`src/design/htc_pkg.sv`:
```
// htc_pkg: shared types and constants of the hierarchy transitive closure block
// function codes, stream widths and the controller-to-datapath command struct
// no dependencies
`default_nettype none

package htc_pkg;

    // node count default and fixed field widths
    localparam int NODES_DEFAULT = 32;
    localparam int NODE_FIELD_W  = 5;
    localparam int FUNC_W        = 2;
    localparam int S_TDATA_W     = 16;
    localparam int M_TDATA_W     = 8;

    // function codes carried in tuser
    typedef enum logic [FUNC_W-1:0] {
        FUNC_CLEAR = 2'd0,
        FUNC_ADD   = 2'd1,
        FUNC_CLOSE = 2'd2,
        FUNC_QUERY = 2'd3
    } func_t;

    // commands from the controller to the datapath
    typedef struct packed {
        logic accept;   // input word taken this cycle
        logic step;     // one pivot step of the closure
        logic finish;   // load the close result into the output register
    } ctrl_cmd_t;

endpackage

`default_nettype wire

```
`src/design/htc_ctrl.sv`:
```
// htc_ctrl: controller of the hierarchy transitive closure block
// handshake control, close sequencing with pivot counter, output valid
// depends on htc_pkg
`default_nettype none

module htc_ctrl #(
    parameter int NODES = htc_pkg::NODES_DEFAULT
) (
    input  wire logic                       clk,
    input  wire logic                       rst_n,
    input  wire logic                       s_valid,
    output logic                            s_ready,
    input  wire htc_pkg::func_t             func,
    output logic                            m_valid,
    input  wire logic                       m_ready,
    output htc_pkg::ctrl_cmd_t              cmd,
    output logic [$clog2(NODES)-1:0]        pivot
);
    import htc_pkg::*;

    localparam int NODE_W = $clog2(NODES);
    localparam logic [NODE_W-1:0] LAST_PIVOT = NODE_W'(NODES - 1);

    typedef enum logic [1:0] {
        ST_IDLE,
        ST_CLOSE,
        ST_DONE
    } state_t;

    state_t            state_reg, state_next;
    logic [NODE_W-1:0] pivot_reg, pivot_next;
    logic              m_valid_reg, m_valid_next;
    logic              out_free;
    logic              load_out;

    // output slot can take a word when empty or being drained
    assign out_free = !m_valid_reg || m_ready;
    assign s_ready  = (state_reg == ST_IDLE) && out_free;

    // command decode
    always_comb
    begin
        cmd.accept = s_valid && s_ready;
        cmd.step   = (state_reg == ST_CLOSE);
        cmd.finish = (state_reg == ST_DONE) && out_free;
        load_out   = (cmd.accept && (func != FUNC_CLOSE)) || cmd.finish;
    end

    // next state, pivot and output valid
    always_comb
    begin
        state_next = state_reg;
        pivot_next = pivot_reg;
        unique case (state_reg)
            ST_IDLE:
            begin
                if (cmd.accept && (func == FUNC_CLOSE))
                begin
                    state_next = ST_CLOSE;
                    pivot_next = '0;
                end
            end
            ST_CLOSE:
            begin
                if (pivot_reg == LAST_PIVOT)
                begin
                    state_next = ST_DONE;
                end
                else
                begin
                    pivot_next = pivot_reg + 1'b1;
                end
            end
            ST_DONE:
            begin
                if (out_free)
                begin
                    state_next = ST_IDLE;
                end
            end
            default:
            begin
                state_next = ST_IDLE;
            end
        endcase

        priority if (load_out)
        begin
            m_valid_next = 1'b1;
        end
        else if (m_ready)
        begin
            m_valid_next = 1'b0;
        end
        else
        begin
            m_valid_next = m_valid_reg;
        end
    end

    // state and registered outputs
    always_ff @(posedge clk or negedge rst_n)
    begin
        if (!rst_n)
        begin
            state_reg   <= ST_IDLE;
            pivot_reg   <= '0;
            m_valid_reg <= 1'b0;
        end
        else
        begin
            state_reg   <= state_next;
            pivot_reg   <= pivot_next;
            m_valid_reg <= m_valid_next;
        end
    end

    assign m_valid = m_valid_reg;
    assign pivot   = pivot_reg;

endmodule

`default_nettype wire

```
`config.mk`:
```
export PLATFORM = sky130hd
export DESIGN_NAME = htc_ctrl
export DESIGN_NICKNAME = d
export VERILOG_FILES = /design/src/design/htc_pkg.sv /design/src/design/htc_ctrl.sv
export SDC_FILE = /design/constraint.sdc
export NUM_CORES = 1
export LEC_CHECK = 0
export ABC_CLOCK_PERIOD_IN_PS = 1880
export BUFFER_PORTS_ARGS = -buffer_cell sky130_fd_sc_hd__buf_2
export CORE_AREA = 2 2 39 41
export DETAILED_ROUTE_END_ITERATION = 10
export DIE_AREA = 0 0 41 43
export GPL_TIMING_DRIVEN = 0
export PLACE_DENSITY = 0.59
export REMOVE_ABC_BUFFERS = 1
export SLEW_MARGIN = 20
export SYNTH_ARGS = -nofsm -noshare
export SYNTH_HDL_FRONTEND = slang
export SYNTH_SLANG_ARGS = --single-unit
```
`constraint.sdc`:
```
create_clock -name clk -period 1.88 [get_ports clk]
set_input_delay 0.094 -clock clk [delete_from_list [all_inputs] [get_ports clk]]
set_output_delay 0.094 -clock clk [all_outputs]
set_load 0.02 [all_outputs]
```
# Yosys cells after proc, flatten, opt, wreduce, memory -nomap -nowiden
# Cells that the tools add are included.
[classes] n_reduce_logical=13 mux=9 eq_ne=9 n_addsub=1
[op_table] operator="$mux W5" n=2
[op_table] operator="$pmux W5 S2" n=1
[op_table] operator="$mux W2" n=3
[op_table] operator="$ne A2 B2 Y1 const B" n=3
[op_table] operator="$pmux W2 S3" n=1
[op_table] operator="$reduce_and A3 Y1" n=2
[op_table] operator="$add A5 B1 Y5 const B" n=1
[op_table] operator="$eq A5 B5 Y1 const B" n=1
[op_table] operator="$logic_and A1 B1 Y1" n=5
[op_table] operator="$eq A2 B2 Y1 const B" n=2
[op_table] operator="$ne A2 B1 Y1 const B" n=2
[op_table] operator="$reduce_bool A2 Y1" n=2
[op_table] operator="$eq A2 B1 Y1 const B" n=1
[op_table] operator="$logic_not A2 Y1" n=1
[op_table] operator="$logic_or A1 B1 Y1" n=2
[op_table] operator="$mux W1" n=2
[op_table] operator="$logic_not A1 Y1" n=1
[totals] input_bits=6 out_inout_bits=10 elab_cells=35 ff_bits=8

# Longest topological paths before layout
[depth] word_depth=7 mapped_depth=7 ltp_nobuf=6

# Least setup slack after synthesis
# No wires, ideal clock.
[synth_path] kind="reg-to-reg" start="reg pivot_reg[0] (netlist: pivot[0])" end="reg pivot_reg[3] (netlist: pivot[3])" arrival_ns=1.998 setup_ns=0.077 path_buffers=1 path_stages_with_launch=8 required_time_ns=1.803 setup_slack_ns=-0.195 cell_sequence="dfrtp_1 > ha_1 > and3_1 > ha_1 > or3b_1 > buf_2 > or3_1 > a21oi_1"
[synth_via] elab_chain_cells=3
[synth_lines] item="start, declared" line="htc_ctrl.sv:31" rtl="logic [NODE_W-1:0] pivot_reg, pivot_next;"
[synth_lines] item="start signal, assigned" line="htc_ctrl.sv:113" rtl="pivot_reg <= pivot_next;"
[synth_lines] item="$add A5 B1 Y5 / $eq A5 B5 Y1 (equally long branches)" line="htc_ctrl.sv:71, htc_ctrl.sv:65"
[synth_lines] item="$mux W5 / $ne A2 B2 Y1 (equally long branches)"
[synth_lines] item="$pmux W5 S2 / $reduce_and A3 Y1 (equally long branches)"
# Parallel ways exist; a longest one is shown, timed or not. The select of a mux whose other input is x is not followed.
# A chain may end at the register's enable or synchronous reset.

# Worst setup path in the final report
# Ends and elaborated chain as after synthesis.

==> results.sh <==
export IMPL_wl_per_cell_um=11.9
export IMPL_r2r_start="pivot[0]$_DFFE_PN0P_"
export IMPL_ys_warn_count=0
export IMPL_drt_initial_drc_count=11
export IMPL_finalSetupTns_ps=0
export IMPL_cts_buffer_depth=2
export IMPL_start_kind="flop"
export IMPL_cts_tree="yes"
export IMPL_outcome="finished, final reports clean"
export IMPL_min_path_type="in -> reg"
export IMPL_die_x_um=41
export IMPL_final_cell_mix="buf_2, dfrtp_1, nand2_1"
export IMPL_dp_final_hpwl_um=666
export IMPL_timing_fmax_mhz=538
export IMPL_final_cell_area_sq_um=587
export IMPL_setup_viol=0
export IMPL_dr_total_vias=398
export IMPL_io_buffers=15
export IMPL_maxSlewViolCount=0
export IMPL_cp_slowest_stage_delay_ps=410
export IMPL_grt_pass1_wl_um=1340
export IMPL_ys_ff_latch=8
export IMPL_clkSlewWorstSetupHoldPaths_ps=50
export IMPL_fp_dieArea_sq_mm=0.00176
export IMPL_placed_area_sq_um=514
export IMPL_clk_latency_ps=250
export IMPL_worstPathRequired_ps=2060
export IMPL_max_vdd_ir_drop_v=0.000435
export IMPL_finalHoldViolations=0
export IMPL_rows=14
export IMPL_wirelength_um=960
export IMPL_clock_sinks=8
export IMPL_ant_nets=0
export IMPL_mostFrequentLayoutCell="buf_2"
export IMPL_synth_avg_cell_area_sq_um=9.59
export IMPL_place_gp_congestion=0.646
export IMPL_fp_dieH_um=43
export IMPL_antenna_found_initial=0
export IMPL_period_share_pct=98.9
export IMPL_nets=75
export IMPL_hp_start="m_ready"
export IMPL_grt_max_degree=9
export IMPL_first_pass_iters=3
export IMPL_worst_slack_ps=21.1
export IMPL_pre_cts_ws_ps=-185
export IMPL_critPathSlowestCell="or3b_4"
export IMPL_r2r_cells=6
export IMPL_instances_no_fill=81
export IMPL_ys_seq_area_share_pct=46.4
export IMPL_drv_cap=0
export IMPL_slew_headroom_pct=57.7
export IMPL_crit_type="reg -> reg"
export IMPL_power_density_mw_per_mm2=1620
export IMPL_design_core_area_sq_mm=0.00138
export IMPL_drive_gt1_share_pct=43.1
export IMPL_syn_area_sq_um=432
export IMPL_period_needed_ps=1860
export IMPL_worstPathMaxFanout=7
export IMPL_antenna_cells=0
export IMPL_p_leak_uw=0.000281
export IMPL_largest_reg_flops=5
export IMPL_cp_common_cell="ha_2"
export IMPL_syn_inst=45
export IMPL_grt_ovfl_total=0
export IMPL_cts_buffers=3
export IMPL_r2r_slack_ps=20
export IMPL_min_to="state_reg[1]$_DFFE_PN0P_"
export IMPL_path_depth=6
export IMPL_dp_cells=74
export IMPL_path_buf_inv=0
export IMPL_worst_slew_pin_slew_ps=629
export IMPL_syn2layout_area_growth_pct=35.9
export IMPL_initial_core_util_pct=31.2
export IMPL_skew_ps=0.995
export IMPL_via_per_inst=4.91
export IMPL_end_kind="flop"
export IMPL_cp_top_family="simple AND/OR/NAND/NOR gates"
export IMPL_yosys_cell_types_count=24
export IMPL_grt_pass1_vias=355
export IMPL_holdPathStages=3
export IMPL_root_buffer="clkbuf_4"
export IMPL_whs_ps=154
export IMPL_cp_arrival_ps=2040
export IMPL_grt_usage_pct=11.8
export IMPL_cp_cell_sequence="ha_2 > and3_1 > ha_2 > or3b_4 > or3_1 > a21oi_2"
export IMPL_reg2reg_to="pivot[3]$_DFFE_PN0P_"
export IMPL_ios=16
export IMPL_drc=0
export IMPL_cts_htree_levels=1
==> metrics by stage <==
step                      util (%)  total power [uW]
final                         42.4               950
after global routing          42.4              1030
after CTS                     41.7               935
after detailed placement      37.2               753
after global placement        37.2               745
after floorplan                  -               614
==> tightest hold or removal path, stage by stage <==
cell and delay, ps:
buf_2 80, nand2b_1 110, o2bb2ai_1 70
==> synth_stat cells <==
library cell  number  area (sq um)
buf_4              1          7.51
and2_1             1          6.26
buf_2              1          5.00
nand3b_1           1          7.51
a21oi_1            2          10.0
inv_1              1          3.75
and3_1             1          6.26
nand2_1            4          15.0
nor2_1             3          11.3
or2_2              2          12.5
ha_1               2          25.0
nor2b_1            1          6.26
or3b_1             1          8.76
o2bb2ai_1          3          26.3
o21ai_0            3          15.0
nor4_1             1          6.26
nand3_1            1          5.00
mux2i_1            1          10.0
nand2b_1           3          18.8
nor3_1             1          5.00
or2b_1             1          7.51
dfrtp_1            8           200
or3_1              1          6.26
o22ai_1            1          6.26
==> worst max path at each step <==
stage,from,end,slack [ps]
2_1_floorplan,pivot[0]$_DFFE_PN0P_,pivot[3]$_DFFE_PN0P_,-160
3_3_place_gp,pivot[0]$_DFFE_PN0P_,pivot[3]$_DFFE_PN0P_,-180
3_5_place_dp,pivot[0]$_DFFE_PN0P_,pivot[3]$_DFFE_PN0P_,-190
4_1_cts,pivot[0]$_DFFE_PN0P_,pivot[3]$_DFFE_PN0P_,30
5_1_grt,pivot[0]$_DFFE_PN0P_,pivot[3]$_DFFE_PN0P_,-20
6_report,pivot[0]$_DFFE_PN0P_,pivot[3]$_DFFE_PN0P_,20
==> power by group <==
part           switching, uW  internal, uW
Combinational            278           231
Clock                   58.2          73.0
Sequential              66.5           243
==> area by class of cell <==
cell class | count | area (sq um)
inverter | 1 | 3.75
multi-input combinational | 34 | 233
sequential | 8 | 200
fill | 139 | 797
timing repair buffer | 19 | 108
clock buffer | 3 | 22.5
tap | 16 | 20.0
==> kinds of logic (layout without fill, tap and decap cells) <==
kind of cell             count (synthesis)  after routing  synth area share, %
AND/OR/NAND/NOR                         22             22                 28.4
AO/OA/AOI/OAI                            9              9                 13.3
flip-flops                               8              8                 46.4
buffers and inverters                    3             23                 3.77
adder cells (fa/ha/maj)                  2              2                 5.80
multiplexers                             1              1                 2.32
==> per-layer routing <==
| metal | routed length, um | share of wire (%) | global-route usage [%] |
|---|---|---|---|
| met1 | 410 | 43 | 11.8 |
| met2 | 508 | 53 | 18.8 |
| met3 | 26 | 2.7 | 4.71 |
| met4 | 14 | 1.5 | 8.00 |
| met5 | 0 | 0 | 0 |
==> what timing repair did <==
item                                    4_1_cts  5_1_grt
hold buffers                                  1        0
resized for setup                             3        2
hold endpoints to repair                      8        0
pin swaps                                     3        1
endpoints found under the setup margin        2        1
setup buffers                                 3        0
Note: power is estimated with default switching activity, not from simulation.
